### src/hw/rtl/assert_macros.svh
// Assertion macros shared by the sequencer RTL files.
`ifndef ASSERT_MACROS_SVH
`define ASSERT_MACROS_SVH

// Check that a property holds on every clock edge outside reset.
`define ASSERT_ALWAYS(label, clk, rst_n, prop, msg) \
    label: assert property (@(posedge clk) disable iff (!rst_n) (prop)) \
        else $error(msg);

// Check that a condition implies a consequence in the following cycle.
`define ASSERT_NEXT(label, clk, rst_n, cond, cons, msg) \
    label: assert property (@(posedge clk) disable iff (!rst_n) (cond) |=> (cons)) \
        else $error(msg);

`endif

### src/hw/rtl/ec_seq_pkg.sv
// Types, codes and helpers shared by the embedded controller host sequencer.
`default_nettype none

package ec_seq_pkg;

    // Largest access that may be split into byte operations.
    localparam logic [3:0] MAX_ACCESS_BYTES = 4'd8;

    // Default number of result words the output queue holds.
    localparam int QUEUE_DEPTH_DEFAULT = 4;

    // Controller commands and status bits.
    localparam logic [7:0] CMD_READ   = 8'h80;
    localparam logic [7:0] CMD_WRITE  = 8'h81;
    localparam logic [7:0] CMD_QUERY  = 8'h84;
    localparam logic [7:0] ST_SCI_EVT = 8'h20;
    localparam logic [7:0] ST_IBF     = 8'h02;
    localparam logic [7:0] ST_OBF     = 8'h01;

    // Configuration register indexes and reset values.
    localparam logic CFG_COMMAND_PORT = 1'b0;
    localparam logic CFG_DATA_PORT    = 1'b1;
    localparam logic [15:0] COMMAND_PORT_RESET = 16'd102;
    localparam logic [15:0] DATA_PORT_RESET    = 16'd98;

    typedef enum logic [1:0] {
        KIND_REQUEST = 2'd0,
        KIND_BYTE    = 2'd1,
        KIND_WAKE    = 2'd2,
        KIND_ABORT   = 2'd3
    } kind_t;

    typedef enum logic [2:0] {
        ACT_PORT_WR  = 3'd0,
        ACT_PORT_RD  = 3'd1,
        ACT_DONE     = 3'd2,
        ACT_EVENT    = 3'd3,
        ACT_SPURIOUS = 3'd4,
        ACT_REJECT   = 3'd5
    } action_t;

    typedef enum logic [1:0] {
        DS_OK        = 2'd0,
        DS_BAD_PARAM = 2'd1,
        DS_ABORTED   = 2'd2
    } done_status_t;

    typedef enum logic [3:0] {
        PH_IDLE     = 4'd0,
        PH_R_CMD    = 4'd1,
        PH_R_ADDR   = 4'd2,
        PH_R_DATA   = 4'd3,
        PH_W_CMD    = 4'd4,
        PH_W_ADDR   = 4'd5,
        PH_W_DATA   = 4'd6,
        PH_E_STATUS = 4'd7,
        PH_E_WAIT   = 4'd8,
        PH_E_DATA   = 4'd9
    } phase_t;

    typedef struct packed {
        kind_t       kind;
        logic        is_write;
        logic [15:0] address;
        logic [6:0]  width_bits;
        logic [63:0] write_value;
        logic [7:0]  port_byte;
    } in_word_t;

    typedef struct packed {
        action_t      action;
        logic [15:0]  port_select;
        logic [7:0]   out_byte;
        done_status_t done_status;
        logic [63:0]  read_value;
        logic [7:0]   query_code;
        logic         last;
    } out_word_t;

    typedef struct packed {
        phase_t      phase;
        logic        op_is_write;
        logic [7:0]  base_address;
        logic [3:0]  byte_total;
        logic [3:0]  byte_index;
        logic [63:0] pending_write_value;
        logic [63:0] read_accumulator;
        logic        event_seen;
    } seq_state_t;

    // Result words caused by one input word, in order.
    typedef struct packed {
        logic [1:0] count;
        out_word_t  first;
        out_word_t  second;
    } step_result_t;

    // Build a result word with the last mark clear.
    function automatic out_word_t mk_word(
        input action_t      action,
        input logic [15:0]  port_select,
        input logic [7:0]   out_byte,
        input done_status_t done_status,
        input logic [63:0]  read_value,
        input logic [7:0]   query_code
    );
        out_word_t w;
        w.action      = action;
        w.port_select = port_select;
        w.out_byte    = out_byte;
        w.done_status = done_status;
        w.read_value  = read_value;
        w.query_code  = query_code;
        w.last        = 1'b0;
        return w;
    endfunction

endpackage

`default_nettype wire

### src/hw/rtl/ec_host_transaction_sequencer.sv
// Top level of the embedded controller host transaction sequencer.
// Input words carry access requests, port bytes returned by earlier port
// reads, event wakeups and aborts. Each accepted word updates the sequence
// state in the same cycle and drops zero, one or two result words (port
// write, port read, access done, event code, spurious wakeup, rejected) into
// a small output queue; the final word of each input carries last.
// Result words are registered in the queue before they are offered on out_data.
// Throughput: one input word per cycle while the queue has room for two words;
// inputs that cause two results are held back by the queue, as the output side
// drains one word per cycle while out_ready is high.
// in_ready drops whenever the queue could not take two more words, so a
// stalled receiver backs the input side up without losing words.
// Configuration (command and data port addresses) is written through
// cfg_write_enable/cfg_index/cfg_data with no wait; the user must write it only
// while idle, which the block does not enforce. Reset returns the sequencer
// to idle, empties the queue and restores the port addresses 102 and 98.
`default_nettype none
`include "assert_macros.svh"

module ec_host_transaction_sequencer #(
    parameter int QUEUE_DEPTH = ec_seq_pkg::QUEUE_DEPTH_DEFAULT
) (
    input  wire logic                  clk,
    input  wire logic                  rst_n,
    input  wire logic                  in_valid,
    output logic                       in_ready,
    input  wire ec_seq_pkg::in_word_t  in_data,
    output logic                       out_valid,
    input  wire logic                  out_ready,
    output ec_seq_pkg::out_word_t      out_data,
    input  wire logic                  cfg_write_enable,
    input  wire logic                  cfg_index,
    input  wire logic [15:0]           cfg_data
);
    import ec_seq_pkg::*;

    seq_state_t   state_reg;
    seq_state_t   state_next;
    step_result_t result;
    logic [15:0]  command_port_reg;
    logic [15:0]  data_port_reg;
    logic         in_fire;
    logic [1:0]   push_count;

    assign in_fire    = in_valid && in_ready;
    assign push_count = in_fire ? result.count : 2'd0;

    ec_seq_step u_step (
        .state             (state_reg),
        .in_data           (in_data),
        .command_port      (command_port_reg),
        .data_port_address (data_port_reg),
        .state_next        (state_next),
        .result            (result)
    );

    ec_seq_out_queue #(
        .DEPTH (QUEUE_DEPTH)
    ) u_queue (
        .clk          (clk),
        .rst_n        (rst_n),
        .push_count   (push_count),
        .push_first   (result.first),
        .push_second  (result.second),
        .room_for_two (in_ready),
        .out_valid    (out_valid),
        .out_ready    (out_ready),
        .out_data     (out_data)
    );

    // Hold sequence state; advance it on each accepted word.
    always_ff @(posedge clk or negedge rst_n)
    begin
        if (!rst_n)
        begin
            state_reg <= '{phase: PH_IDLE, op_is_write: 1'b0, base_address: 8'd0,
                           byte_total: 4'd0, byte_index: 4'd0,
                           pending_write_value: 64'd0, read_accumulator: 64'd0,
                           event_seen: 1'b0};
        end
        else if (in_fire)
        begin
            state_reg <= state_next;
        end
    end

    // Hold configuration registers.
    always_ff @(posedge clk or negedge rst_n)
    begin
        if (!rst_n)
        begin
            command_port_reg <= COMMAND_PORT_RESET;
            data_port_reg    <= DATA_PORT_RESET;
        end
        else if (cfg_write_enable)
        begin
            case (cfg_index)
                CFG_COMMAND_PORT: command_port_reg <= cfg_data;
                default:          data_port_reg    <= cfg_data;
            endcase
        end
    end

    `ASSERT_NEXT(a_abort_to_idle, clk, rst_n, in_fire && in_data.kind == KIND_ABORT,
        state_reg.phase == PH_IDLE, "abort did not return the sequencer to idle")
    `ASSERT_NEXT(a_busy_request_keeps_phase, clk, rst_n,
        in_fire && in_data.kind == KIND_REQUEST && state_reg.phase != PH_IDLE,
        state_reg.phase == $past(state_reg.phase),
        "request while busy disturbed the running sequence")
    `ASSERT_NEXT(a_wake_starts_poll, clk, rst_n,
        in_fire && in_data.kind == KIND_WAKE && state_reg.phase == PH_IDLE,
        state_reg.phase == PH_E_STATUS && out_valid,
        "wakeup while idle did not start a status poll")

endmodule

`default_nettype wire

### src/hw/rtl/ec_seq_out_queue.sv
// Result word queue: takes up to two words per cycle, hands out one while out_ready is high.
`default_nettype none
`include "assert_macros.svh"

module ec_seq_out_queue #(
    parameter int DEPTH = 4
) (
    input  wire logic                   clk,
    input  wire logic                   rst_n,
    input  wire logic [1:0]             push_count,
    input  wire ec_seq_pkg::out_word_t  push_first,
    input  wire ec_seq_pkg::out_word_t  push_second,
    output logic                        room_for_two,
    output logic                        out_valid,
    input  wire logic                   out_ready,
    output ec_seq_pkg::out_word_t       out_data
);
    import ec_seq_pkg::*;

    localparam int AW = $clog2(DEPTH);
    localparam int CW = $clog2(DEPTH + 1);

    out_word_t         slot_reg [DEPTH];
    logic [AW-1:0]     wr_ptr_reg;
    logic [AW-1:0]     wr_ptr_next;
    logic [AW-1:0]     wr_ptr_plus1;
    logic [AW-1:0]     rd_ptr_reg;
    logic [AW-1:0]     rd_ptr_next;
    logic [CW-1:0]     count_reg;
    logic [CW-1:0]     count_next;
    logic              pop;

    // Advance a pointer with wrap at the queue depth.
    function automatic logic [AW-1:0] bump(input logic [AW-1:0] p);
        logic [AW-1:0] r;
        if (p == AW'(DEPTH - 1))
            r = '0;
        else
            r = p + AW'(1);
        return r;
    endfunction

    assign pop          = out_valid && out_ready;
    assign out_valid    = (count_reg != '0);
    assign out_data     = slot_reg[rd_ptr_reg];
    assign room_for_two = (count_reg <= CW'(DEPTH - 2));

    // Work out pointer and fill updates.
    always_comb
    begin
        wr_ptr_plus1 = bump(wr_ptr_reg);
        case (push_count)
            2'd1:    wr_ptr_next = wr_ptr_plus1;
            2'd2:    wr_ptr_next = bump(wr_ptr_plus1);
            default: wr_ptr_next = wr_ptr_reg;
        endcase
        rd_ptr_next = pop ? bump(rd_ptr_reg) : rd_ptr_reg;
        count_next  = count_reg + CW'(push_count) - CW'(pop);
    end

    // Hold pointers and fill count.
    always_ff @(posedge clk or negedge rst_n)
    begin
        if (!rst_n)
        begin
            wr_ptr_reg <= '0;
            rd_ptr_reg <= '0;
            count_reg  <= '0;
        end
        else
        begin
            wr_ptr_reg <= wr_ptr_next;
            rd_ptr_reg <= rd_ptr_next;
            count_reg  <= count_next;
        end
    end

    // Store pushed words in order.
    always_ff @(posedge clk)
    begin
        if (push_count != 2'd0)
            slot_reg[wr_ptr_reg] <= push_first;
        if (push_count == 2'd2)
            slot_reg[wr_ptr_plus1] <= push_second;
    end

    `ASSERT_ALWAYS(a_count_bound, clk, rst_n, count_reg <= CW'(DEPTH),
        "result queue overfilled")
    `ASSERT_ALWAYS(a_push_has_room, clk, rst_n,
        (push_count == 2'd0) || (count_reg + CW'(push_count) <= CW'(DEPTH)),
        "push into a result queue without room")
    `ASSERT_NEXT(a_count_track, clk, rst_n, 1'b1,
        count_reg == $past(count_reg) + CW'($past(push_count)) - CW'($past(pop)),
        "result queue count does not track pushes and pops")

endmodule

`default_nettype wire

### src/hw/rtl/ec_seq_step.sv
// Next-state and result logic for one input word of the sequencer.
`default_nettype none

module ec_seq_step (
    input  wire ec_seq_pkg::seq_state_t   state,
    input  wire ec_seq_pkg::in_word_t     in_data,
    input  wire logic [15:0]              command_port,
    input  wire logic [15:0]              data_port_address,
    output ec_seq_pkg::seq_state_t        state_next,
    output ec_seq_pkg::step_result_t      result
);
    import ec_seq_pkg::*;

    logic [7:0]  cur_addr;
    logic [5:0]  shift;
    logic [3:0]  idx_inc;
    logic [63:0] acc_new;
    logic [7:0]  wr_byte;
    logic [3:0]  nbytes;
    logic        width_ok;
    logic [16:0] end_addr;
    logic [7:0]  status;
    logic        is_read_phase;

    always_comb
    begin
        cur_addr      = state.base_address + {4'd0, state.byte_index};
        shift         = {state.byte_index[2:0], 3'b000};
        idx_inc       = state.byte_index + 4'd1;
        status        = in_data.port_byte;
        acc_new       = state.read_accumulator | ({56'd0, status} << shift);
        wr_byte       = 8'(state.pending_write_value >> shift);
        nbytes        = in_data.width_bits[6:3];
        width_ok      = (in_data.width_bits == 7'd8) || (in_data.width_bits == 7'd16) ||
                        (in_data.width_bits == 7'd32) || (in_data.width_bits == 7'd64);
        end_addr      = {1'b0, in_data.address} + {13'd0, nbytes};
        is_read_phase = (state.phase == PH_R_CMD) || (state.phase == PH_R_ADDR) ||
                        (state.phase == PH_R_DATA);

        state_next    = state;
        result.count  = 2'd0;
        result.first  = mk_word(ACT_PORT_WR, 16'd0, 8'd0, DS_OK, 64'd0, 8'd0);
        result.second = mk_word(ACT_PORT_WR, 16'd0, 8'd0, DS_OK, 64'd0, 8'd0);

        case (in_data.kind)
            KIND_REQUEST:
            begin
                result.count = 2'd1;
                result.first = mk_word(ACT_REJECT, 16'd0, 8'd0, DS_BAD_PARAM, 64'd0, 8'd0);
                if (state.phase == PH_IDLE && width_ok && nbytes <= MAX_ACCESS_BYTES &&
                    end_addr <= 17'd256)
                begin
                    // Latch the access and send the first command byte.
                    state_next.op_is_write         = in_data.is_write;
                    state_next.base_address        = in_data.address[7:0];
                    state_next.byte_total          = nbytes;
                    state_next.byte_index          = 4'd0;
                    state_next.pending_write_value = in_data.write_value;
                    state_next.read_accumulator    = 64'd0;
                    state_next.phase = in_data.is_write ? PH_W_CMD : PH_R_CMD;
                    result.count  = 2'd2;
                    result.first  = mk_word(ACT_PORT_WR, command_port,
                                            in_data.is_write ? CMD_WRITE : CMD_READ,
                                            DS_OK, 64'd0, 8'd0);
                    result.second = mk_word(ACT_PORT_RD, command_port, 8'd0,
                                            DS_OK, 64'd0, 8'd0);
                end
            end
            KIND_BYTE:
            begin
                // Default reaction to a busy status: poll again.
                result.first = mk_word(ACT_PORT_RD, command_port, 8'd0, DS_OK, 64'd0, 8'd0);
                unique case (state.phase)
                    PH_R_CMD, PH_W_CMD:
                    begin
                        result.count = 2'd1;
                        if ((status & ST_IBF) == 8'd0)
                        begin
                            result.count  = 2'd2;
                            result.first  = mk_word(ACT_PORT_WR, data_port_address, cur_addr,
                                                    DS_OK, 64'd0, 8'd0);
                            result.second = mk_word(ACT_PORT_RD, command_port, 8'd0,
                                                    DS_OK, 64'd0, 8'd0);
                            state_next.phase = (state.phase == PH_R_CMD) ? PH_R_ADDR
                                                                         : PH_W_ADDR;
                        end
                    end
                    PH_R_ADDR, PH_E_WAIT:
                    begin
                        result.count = 2'd1;
                        if ((status & (ST_OBF | ST_IBF)) == ST_OBF)
                        begin
                            result.first = mk_word(ACT_PORT_RD, data_port_address, 8'd0,
                                                   DS_OK, 64'd0, 8'd0);
                            state_next.phase = (state.phase == PH_R_ADDR) ? PH_R_DATA
                                                                          : PH_E_DATA;
                        end
                    end
                    PH_W_ADDR:
                    begin
                        result.count = 2'd1;
                        if ((status & ST_IBF) == 8'd0)
                        begin
                            result.count  = 2'd2;
                            result.first  = mk_word(ACT_PORT_WR, data_port_address, wr_byte,
                                                    DS_OK, 64'd0, 8'd0);
                            result.second = mk_word(ACT_PORT_RD, command_port, 8'd0,
                                                    DS_OK, 64'd0, 8'd0);
                            state_next.phase = PH_W_DATA;
                        end
                    end
                    PH_R_DATA, PH_W_DATA:
                    begin
                        result.count = 2'd1;
                        if (state.phase == PH_R_DATA || (status & ST_IBF) == 8'd0)
                        begin
                            // Advance to the next byte or finish the access.
                            if (state.phase == PH_R_DATA)
                                state_next.read_accumulator = acc_new;
                            state_next.byte_index = idx_inc;
                            if (idx_inc >= state.byte_total)
                            begin
                                result.first = mk_word(ACT_DONE, 16'd0, 8'd0, DS_OK,
                                                       state.op_is_write ? 64'd0 : acc_new,
                                                       8'd0);
                                state_next.phase = PH_IDLE;
                            end
                            else
                            begin
                                result.count  = 2'd2;
                                result.first  = mk_word(ACT_PORT_WR, command_port,
                                                        state.op_is_write ? CMD_WRITE
                                                                          : CMD_READ,
                                                        DS_OK, 64'd0, 8'd0);
                                result.second = mk_word(ACT_PORT_RD, command_port, 8'd0,
                                                        DS_OK, 64'd0, 8'd0);
                                state_next.phase = state.op_is_write ? PH_W_CMD : PH_R_CMD;
                            end
                        end
                    end
                    PH_E_STATUS:
                    begin
                        if ((status & ST_SCI_EVT) != 8'd0)
                        begin
                            result.count  = 2'd2;
                            result.first  = mk_word(ACT_PORT_WR, command_port, CMD_QUERY,
                                                    DS_OK, 64'd0, 8'd0);
                            result.second = mk_word(ACT_PORT_RD, command_port, 8'd0,
                                                    DS_OK, 64'd0, 8'd0);
                            state_next.phase = PH_E_WAIT;
                        end
                        else
                        begin
                            // Report a wakeup that never carried an event.
                            if (!state.event_seen)
                            begin
                                result.count = 2'd1;
                                result.first = mk_word(ACT_SPURIOUS, 16'd0, 8'd0, DS_OK,
                                                       64'd0, 8'd0);
                            end
                            state_next.phase = PH_IDLE;
                        end
                    end
                    PH_E_DATA:
                    begin
                        result.count  = 2'd2;
                        result.first  = mk_word(ACT_EVENT, 16'd0, 8'd0, DS_OK, 64'd0, status);
                        result.second = mk_word(ACT_PORT_RD, command_port, 8'd0,
                                                DS_OK, 64'd0, 8'd0);
                        state_next.event_seen = 1'b1;
                        state_next.phase      = PH_E_STATUS;
                    end
                    default:
                    begin
                        // Drop bytes that arrive while idle.
                        result.count = 2'd0;
                    end
                endcase
            end
            KIND_WAKE:
            begin
                if (state.phase == PH_IDLE)
                begin
                    state_next.event_seen = 1'b0;
                    state_next.phase      = PH_E_STATUS;
                    result.count = 2'd1;
                    result.first = mk_word(ACT_PORT_RD, command_port, 8'd0, DS_OK, 64'd0, 8'd0);
                end
            end
            default:
            begin
                // Abort the running sequence.
                if (state.phase != PH_IDLE)
                begin
                    result.count = 2'd1;
                    result.first = mk_word(ACT_DONE, 16'd0, 8'd0, DS_ABORTED,
                                           is_read_phase ? state.read_accumulator : 64'd0,
                                           8'd0);
                    state_next.phase = PH_IDLE;
                end
            end
        endcase

        // Mark the final word of this input.
        if (result.count == 2'd1)
            result.first.last = 1'b1;
        if (result.count == 2'd2)
            result.second.last = 1'b1;
    end

endmodule

`default_nettype wire
### config.mk
export PLATFORM = sky130hd
export DESIGN_NAME = ec_host_transaction_sequencer
export DESIGN_NICKNAME = d
export VERILOG_FILES = /design/src/hw/rtl/ec_seq_pkg.sv /design/src/hw/rtl/ec_host_transaction_sequencer.sv /design/src/hw/rtl/ec_seq_out_queue.sv /design/src/hw/rtl/ec_seq_step.sv
export VERILOG_INCLUDE_DIRS = /design/src /design/src/hw/rtl
export SDC_FILE = /design/constraint.sdc
export NUM_CORES = 1
export LEC_CHECK = 0
export ABC_AREA = 1
export BUFFER_PORTS_ARGS = -buffer_cell sky130_fd_sc_hd__buf_2
export CORE_AREA = 2 2 229 231
export CTS_CLUSTER_SIZE = 28
export DETAILED_ROUTE_END_ITERATION = 10
export DIE_AREA = 0 0 231 233
export GPL_ROUTABILITY_DRIVEN = 1
export GPL_TIMING_DRIVEN = 0
export PLACE_DENSITY = 0.77
export SLEW_MARGIN = 10
export SYNTH_ARGS = -nofsm -noshare
export SYNTH_HDL_FRONTEND = slang
export SYNTH_SLANG_ARGS = --single-unit
### constraint.sdc
create_clock -name clk -period 5.2 [get_ports clk]
set_clock_uncertainty 0.05 [all_clocks]
set_input_delay 1.04 -clock clk [delete_from_list [all_inputs] [get_ports clk]]
set_output_delay 1.04 -clock clk [all_outputs]
set_load 0.01 [all_outputs]
# --- Word level (Yosys, flattened, before mapping) ---
# Memories as Yosys holds them, arrays and structs flattened.
# Cells that the tools add are included.
classes:
  n_lt_le_gt_ge: 4
  muxes: 58
  eq_ne: 34
  n_div: 0
  addsub: 8
  mul: 0
  n_bitwise: 2
  n_shift: 2
  n_reduce_logical: 31
ops:
  columns: ["operator", "n"]
  rows:
  - ["$mux 206", 4]
  - ["$pmux 102 s6", 1]
  - ["$pmux 102 s5", 1]
  - ["$mux 64", 5]
  - ["$pmux 104 s3", 1]
  - ["$mux 103", 3]
  - ["$pmux 102 s2", 1]
  - ["$mux 100", 2]
  - ["$mux 149", 1]
  - ["$pmux 64 s2", 1]
  - ["$mux 104", 1]
  - ["$mux 101", 1]
  - ["$mux 99", 1]
  - ["$or 64x64->64", 1]
  - ["$shl 8x6->64", 1]
  - ["$shr 64x6->8", 1]
  - ["$mux 4", 11]
  - ["$pmux 4 s6", 1]
  - ["$add 16x4->17", 1]
  - ["$le 17x9->1 const B", 1]
  - ["$eq 4x3->1 const B", 4]
  - ["$eq 2x2->1 const B", 6]
  - ["$ne 3x2->1 const B", 4]
  - ["$pmux 2 s6", 1]
  - ["other kinds (42)", 84]
totals:
  ff_bits: 189
  rom_bits: 0
  output_inout_bits: 104
  inputBits: 120
  wordCells: 153
  memories: 1
  ram_bits: 408
  latchBits: 0
memory_table:
  columns: ["memory", "words", "word_bits", "rd", "rd_clocked_by_memory_dff", "wr", "line_no", "text"]
  rows:
  - ["u_queue.slot_reg", 4, 102, 1, 0, 2, "ec_seq_out_queue.sv:23", "out_word_t slot_reg [DEPTH];"]

# --- Logic depth before layout (Yosys ltp) ---
# Gate-level depths: netlist of run 1.
logic_depth:
  word_depth: 13
  mapped_depth: 24
  mapped_depth_nobuf: 22

# --- By module ---
# From an unflattened synthesis of run 1, not the netlist that was laid out.
unflattened:
  hier_cells: 4357
  hier_area_um2: 34429.3
by_module_without_submodules:
  columns: ["module", "area_each_um2", "seq_area_each_um2", "cells_per_inst", "n_inst"]
  rows:
  - ["ec_seq_out_queue", 19925.4, 12426.9, 2060, 1]
  - ["ec_seq_step", 7264.5, 0.0, 1502, 1]
  - ["ec_host_transaction_sequencer", 7239.4, 4563.1, 795, 1]

# --- Least setup slack after synthesis of run 1 ---
# No wires, ideal clock.
synth_path:
  path_kind: "input port to flip-flop"
  start: "input port in_data[75] (netlist bit)"
  end: "memory u_queue.slot_reg[2][0] (netlist bit), enable pin"
  setup_time_ps: 375
  required_time_ps: 4775
  path_stages: 18
  setup_slack_ps: 673
  arrival_ps: 4103
  path_cell_list: "ha_1 > fa_1 > or2_2 > nor2_1 > nand3_1 > nor2_1 > nand3_1 > nand2_1 > nand3_1 > nand2_2 > nand3_2 > nand2_2 > ha_1 > clkbuf_1 > nand2_1 > clkbuf_1 > clkbuf_1 > nand2_1"
synth_lines:
  columns: ["element", "line_no", "text"]
  rows:
  - ["from (decl)", "ec_host_transaction_sequencer.sv:27", "input wire ec_seq_pkg::in_word_t in_data,"]
  - ["to (decl)", "ec_seq_out_queue.sv:23", null]

==> results of run 1 <==
## where the power goes
part / internal (W) / leakage, nW / switching, W / total, W
Sequential: 0.00559 / 5.99 / 0.000503 / 0.00610
Combinational: 0.00239 / 8.13 / 0.00528 / 0.00768
Clock: 0.00266 / 1.01 / 0.00194 / 0.00460
Total: 0.0106 / 15.1 / 0.00773 / 0.0184
## cells in the mapped netlist (4+ instances only)
master	instances
nand3_1	395
dfxtp_1	336
o21ai_1	140
buf_2	29
clkinv_1	4
nand2_1	690
o21ai_0	466
ha_1	24
or2_2	4
inv_2	11
dfrtp_1	182
inv_1	289
o22ai_1	195
edfxtp_1	72
buf_6	39
a22oi_1	9
nand2_4	4
nand3_2	7
nor3_1	16
nand2_2	9
o211ai_1	19
clkbuf_1	199
xor2_1	9
nor2_2	5
buf_1	33
o221ai_1	9
nor2_1	490
nand4_1	47
dfstp_2	7
mux2_2	68
buf_4	12
a21oi_1	232
## repair_timing
| action | in CTS | in global routing |
|---|---|---|
| pin swaps | 0 | 1 |
| resized for setup | 17 | 15 |
| buffers inserted | 0 | 2 |
| setup endpoints to repair | 339 | 363 |
## logic make-up after synthesis
logic type      count (synthesis)
fa+ha+maj                      27
xor+xnor                       11
buf+inv                       617
simple gates                 1673
flops                         597
mux                            68
compound gates               1083
## per-stage QoR
step / cell area, um^2 / utilization (%)
6_report: 34600 / 67.7
5_1_grt: 34600 / 67.7
4_1_cts: 34600 / 67.6
3_5_place_dp: 32400 / 63.5
3_3_place_gp: 32400 / 63.4
2_1_floorplan: 30400 / -
## final cells by class
type,instances,area (um^2)
diodes,3,7.51
inverters,304,1140
repair buffers,224,1190
clock inverters,17,156
flip-flops and latches,597,13600
plain buffers,308,1560
multi-input cells,2862,14100
fillers,4569,16500
well taps,680,851
clock buffers,100,1920
## how the worst min path moves through the flow
stage	end	slack [ns]	cells after the start
after CTS	u_queue.rd_ptr_reg[0]	0.20	1
final	u_queue.rd_ptr_reg[0]	0.22	1
after global placement	u_queue.slot_reg[1][1]	0.40	2
after floorplan	u_queue.slot_reg[2][79]	0.39	2
after global routing	u_queue.rd_ptr_reg[0]	0.22	1
after detailed placement	u_queue.slot_reg[3][79]	0.41	2
## worst register-to-register path, stage by stage (launching register included)
cell,delay (ns)
dfrtp_1,0.52
clkbuf_2,0.32
buf_2,0.30
xor2_1,0.23
ha_1,0.26
nand2_1,0.06
inv_1,0.04
nand3_1,0.06
nand3_1,0.35
o21ai_0,0.29
nand3_1,0.09
a21oi_1,0.18
nand3_2,0.19
nand2_2,0.23
ha_1,0.41
nand2_1,0.18
inv_1,0.29
clkbuf_1,0.52
nand2_1,0.13
nand2_1,0.10
## layer usage
| layer | up-vias | global-route usage [%] | routed length (um) |
|---|---|---|---|
| met5 | - | 0 | 47 |
| met4 | 8 | 14.9 | 4230 |
| met3 | 274 | 7.44 | 11200 |
| met2 | 1718 | 58.1 | 45100 |
| met1 | 14400 | 51.9 | 41600 |
| li1 | 14400 | - | - |
==> summary.md, run 1 <==
| Metric | Value |
|---|---|
| Data arrival, critical path | 5.39 ns |
| Family with the most delay on the worst path | buffers and inverters |
| Number of global-route vias before repair | 28000 |
| Standard-cell rows | 83 |
| Yosys cell types | 49 |
| Largest net degree at the start of global routing | 97 |
| Wire length of the first global-routing pass | 157000 um |
| Largest stage delay on the critical path | 0.52 ns |
| Synthesized instance count | 4076 |
| Fin Hold WS | 0.219 ns |
| Overall power | 0.0184 W |
| Capturing point of the worst reg2reg path | u_queue.slot_reg[2][86] |
| Length in cells of the worst reg-to-reg path | 19 |
| CP Max Fanout | 10 |
| H-Tree Depth | 3 |
| Critical path's most frequent cell | nand2_1 |
| Stages on worst setup path | 19 |
| Core footprint | 51100 um^2 |
| Reg2Reg Setup Slack | 0.23 ns |
| Peak ir drop on the vdd network | 0.270 mV |
| Clk root buf | clkbuf_16 |
| First-pass detailed-route iteration total | 8 |
| Mapped Area | 30400 um^2 |
| Initial cell density of the core | 59.6% |
| Clock-pin slew on the worst setup and hold paths | 0.06 ns |
| Via count normalized by instance count | 6.05 |
| Headroom to the max-slew limit | 18.9% |
| Setup_tns | 0 ns |
| Post-Syn Nets | 4223 |
| Port bufs | 220 |
| Minimum clock period after layout | 4.97 ns |
| Proportion of register bits with asynchronous set or reset after synthesis | 31.7% |
| TritonCTS Buffers | 67 |
| Non-filler cells, final | 5095 |
| Area leader, netlist | dfxtp_1 |
| Final count of pins violating max slew | 0 |
| Power density of the placed cells | 531 nW/um^2 |
| Total placed cells including tap cells | 4978 |
| Most used flip-flop cell after synthesis | dfxtp_1 |
| Yosys top cell area share | 22.1% |
| Class of the tightest hold or removal check | in -> async |
| Synth Register Bits | 597 |
| Max-cap violation count | 0 |
| Die width | 231 um |
| Total wire length after detailed routing | 102000 um |
| Later-pin clock latency in the skew report | 0.61 ns |
| Peak clock frequency supported by timing | 0.201 GHz |
| Final Hold Viols | 0 |
| Post-Synth Simple-Gate Area | 23.2% |
| Number of enable flip-flop cells after synthesis | 72 |
| Kind of end point of the critical path | flip-flop |
| Number of endpoints failing setup at the final stage | 0 |
| CTS tree | done |
| Startpoint Class | flip-flop |
| Critical register-to-register path startpoint | state_reg[131] |
| Critical path buffer and inverter count | 5 |
| Net count of the finished layout | 4511 |
| RSZ-0062 raised after global routing | false |
| Number of flip-flops in the largest register | 408 |
| Worst setup timing slack at the placement stage | -1.18 ns |
| Final GP Congestion | 0.974 |
| Outcome | finished, final reports clean |
| Register area share after synthesis | 44.8% |
| DRC violations left | 0 |
| Relative area change from synthesis to final layout | 13.7% |
| Number of DRC violations after detailed-routing iteration 0 | 3807 |
| Critical Path Slowest Stage Cell | dfrtp_1 |
| CP endpoint | u_queue.slot_reg[2][86] |
| Maximum buffer depth of the clock tree | 3 |
| Mux cell area share after synthesis | 2.52% |
| Ratio of cells with drive above 1 in the final layout | 12.1% |
| Initial antenna violation count | 7 |
| Origin of the worst setup path | state_reg[131] |
| HPWL after detailed placement | 74500 um |
| CTS sink count | 597 |
| Area enclosed by the die boundary | 53800 um^2 |
| Count of yosys warnings during synthesis | 0 |
| Main combinational cell family by area after synthesis | simple AND/OR/NAND/NOR gates |
| Vias | 30800 |
| Worst setup slack after layout | 0.228 ns |
| Quantity of hold-fixing buffers added after cts | 0 |
| Global-route total usage across every layer | 37.6% |
| Total global routing overflow | 0 |
| Leading cell type in the layout, fill and taps excluded | nand2_1 |
| Synth area leaders | dfxtp_1 22%, dfrtp_1 15%, nand2_1 8.5%, o21ai_0 7.7%, edfxtp_1 7.1% |
| Critical path class | reg -> reg |
| Antenna Violating Nets Remaining | 0 |
| Per-cell routed wire length | 20.1 um |
| XOR/XNOR share of the synthesized area | 0.317% |
| P_leak | 15.1 nW |
| Required time of the critical path | 5.61 ns |
| Cells along the critical path | clkbuf_2 > buf_2 > xor2_1 > ha_1 > nand2_1 > inv_1 > nand3_1 > nand3_1 > o21ai_0 > nand3_1 > a21oi_1 > nand3_2 > nand2_2 > ha_1 > nand2_1 > inv_1 > clkbuf_1 > nand2_1 > nand2_1 |
| Area share of fa/ha/maj cells after synthesis | 1.18% |
| Share of the cycle needed by the critical path after routing | 95.6% |
| Top-Level Pins | 224 |
| Chip height | 233 um |
| Mean Syn Cell Area | 7.47 um^2 |
| Synth Area in Compound Gates | 19.1% |
| Most frequent cells in the layout | 684 x nand2_1, 490 x nor2_1, 466 x o21ai_0 |
| Worst Tran Pin Value | 1.22 ns |
Power figures use the tool's default switching activity.
==> run 2, diff against run 1 <==
Settings changed: REMOVE_ABC_BUFFERS set to 1.
==> summary.md, run 2 (synthesis gave the netlist of run 1 again) <==
| Metric | Value |
|---|---|
| Per-cell routed wire length | 19.5 um |
| Relative area change from synthesis to final layout | 12.4% |
| Instance area at placement | 31800 um^2 |
| First-pass detailed-route iteration total | 8 |
| Final GP Congestion | 0.950 |
| Headroom to the max-slew limit | 23.1% |
| CTS sink count | 597 |
| Outcome | finished, final reports clean |
| Clock power share | 25.3% |
| Chip height | 233 um |
| Power Internal | 0.0107 W |
| Gr busiest metal | met2 |
| Standard-cell rows | 83 |
| Part of the power in registers | 34.0% |
| Startpoint Class | input port |
| Number of global-route vias before repair | 27800 |
| Minimum clock period after layout | 4.97 ns |
| End-of-flow core utilization | 66.9% |
| Number of DRC violations after detailed-routing iteration 0 | 3039 |
| Area enclosed by the die boundary | 53800 um^2 |
| Initial antenna violation count | 4 |
| Largest net degree at the start of global routing | 141 |
| Worst setup slack after layout | 0.229 ns |
| Wire length of the first global-routing pass | 146000 um |
| Share of the cycle needed by the critical path after routing | 95.6% |
| Critical path class | in -> reg |
| Final count of pins violating max slew | 0 |
| Max-cap violation count | 0 |
| Top-Level Pins | 224 |
| Die width | 231 um |
| Critical Path Slowest Stage Cell | fa_1 |
| Net count of the finished layout | 4248 |
| Leading cell type in the layout, fill and taps excluded | nand2_1 |
| Port bufs | 223 |
| Data arrival, critical path | 5.28 ns |
| Total wire length after detailed routing | 94300 um |
| DRC violations left | 0 |
| Design area | 34200 um^2 |
| Non-filler cells, final | 4834 |
| Fillers | 4510 |
| Switching fraction of total power | 41.5% |
| Global Route met1 Usage | 43.4% |
| Maximum buffer depth of the clock tree | 3 |
| Number of endpoints failing setup at the final stage | 0 |
| Worst Tran Pin Value | 1.15 ns |
| Power density of the placed cells | 536 nW/um^2 |
| Core footprint | 51100 um^2 |
| Total placed cells including tap cells | 4696 |
| Worst setup timing slack at the placement stage | -1.34 ns |
| Antenna Violating Nets Remaining | 0 |
| Initial cell density of the core | 59.6% |
| HPWL after detailed placement | 53100 um |
| Quantity of hold-fixing buffers added after cts | 0 |
| Fraction of met2 tracks used by global routing | 55.3% |
| Later-pin clock latency in the skew report | 0.61 ns |
| Via count normalized by instance count | 6.11 |
| Total global routing overflow | 0 |
| Peak clock frequency supported by timing | 0.201 GHz |
| Clk root buf | clkbuf_16 |
| TritonCTS Buffers | 66 |
| Fin Hold WS | 0.165 ns |
| Peak ir drop on the vdd network | 0.347 mV |
| Sw power | 0.00761 W |
| Global routing usage on met3 | 6.40% |
| Final Hold Viols | 0 |
| Class of the tightest hold or removal check | in -> async |
| CP Max Fanout | 34 |
| Ratio of cells with drive above 1 in the final layout | 12.4% |
| Number of flip-flops in the largest register | 408 |
| P_leak | 14.9 nW |
| CTS tree | done |
| Global-route total usage across every layer | 33.8% |
| H-Tree Depth | 3 |
| Kind of end point of the critical path | flip-flop |
| Largest stage delay on the critical path | 0.42 ns |
| Required time of the critical path | 5.51 ns |
| Clock-pin slew on the worst setup and hold paths | 0.05 ns |
| Most frequent cells in the layout | 680 x nand2_1, 489 x nor2_1, 466 x o21ai_0 |
| Vias | 29500 |
| RSZ-0062 raised after global routing | false |
| Combinational cell fraction of total power | 40.7% |
==> run 2: cell types whose count changed in the layout (fill, tap and decap cells not counted), sizes merged, moves of 2 or more <==
cell | before | now
bufinv | 2 | 0
clkbuf | 293 | 109
nand3 | 402 | 404
buf | 339 | 265
clkinv | 15 | 13
diode | 3 | 1
==> run 2: layout make-up <==
class,instances,area [um^2],share of cell area (%)
Antenna cell,1,2.50,0.00732
Inverter,304,1170,3.41
Tap cell,680,851,2.49
Multi-Input combinational cell,2865,14400,42.0
Clock buffer,107,2040,5.96
Clock inverter,13,100,0.293
Sequential cell,597,13600,39.9
Timing Repair Buffer,267,2040,5.98
==> run 2: worst paths after layout <==
| path | cells past startpoint | startpoint | to | slack, ns |
|---|---|---|---|---|
| worst max-delay path | 25 | in_data[75] | u_queue.slot_reg[2][92] | 0.23 |
| worst min-delay path | 1 | rst_n | command_port_reg[10] | 0.17 |
| worst max register to register | 20 | state_reg[130] | u_queue.slot_reg[2][92] | 0.25 |
| worst min register to register | 2 | u_queue.slot_reg[1][26] | u_queue.slot_reg[1][26] | 0.42 |
| max in group asynchronous | 3 | rst_n | state_reg[127] | 3.79 |
| min in group clk | 2 | u_queue.slot_reg[1][26] | u_queue.slot_reg[1][26] | 0.42 |
==> run 2: critical path, delay by kind of cell <==
kind            cells  cell delay (ns)
simple gates       14             1.96
buf+inv             7             1.15
fa+ha+maj           3             0.97
compound gates      1             0.13
==> run 2: what timing repair did <==
item                                    4_1_cts  5_1_grt
endpoints found under the setup margin      452      345
gates cloned                                  2        2
setup buffers                                 6        7
resized for setup                            20        5
hold endpoints to repair                      0        0
pin swaps                                     2        1
==> run 2: per-layer routing <==
layer / share of wire [%] / wire, um
met1: 40 / 37400
met3: 10 / 9760
met4: 3.8 / 3610
met5: 0.043 / 41
met2: 46 / 43500
==> run 2: power groups by stage <==
stage / combinational, W / sequential (W) / clock [W]
2_1_floorplan: 0.00436 / 0.00624 / 0
3_3_place_gp: 0.00655 / 0.00657 / 0
3_5_place_dp: 0.00707 / 0.00635 / 0
4_1_cts: 0.00716 / 0.00628 / 0.00467
5_1_grt: 0.00813 / 0.00632 / 0.00485
6_report: 0.00747 / 0.00623 / 0.00463
==> run 2: through the flow <==
stage	setup TNS (ns)	power, W
3_5_place_dp	-274.51	0.0134
5_1_grt	0	0.0193
4_1_cts	0	0.0181
6_report	0	0.0183
2_1_floorplan	-1294.47	0.0106
3_3_place_gp	-4715.07	0.0131
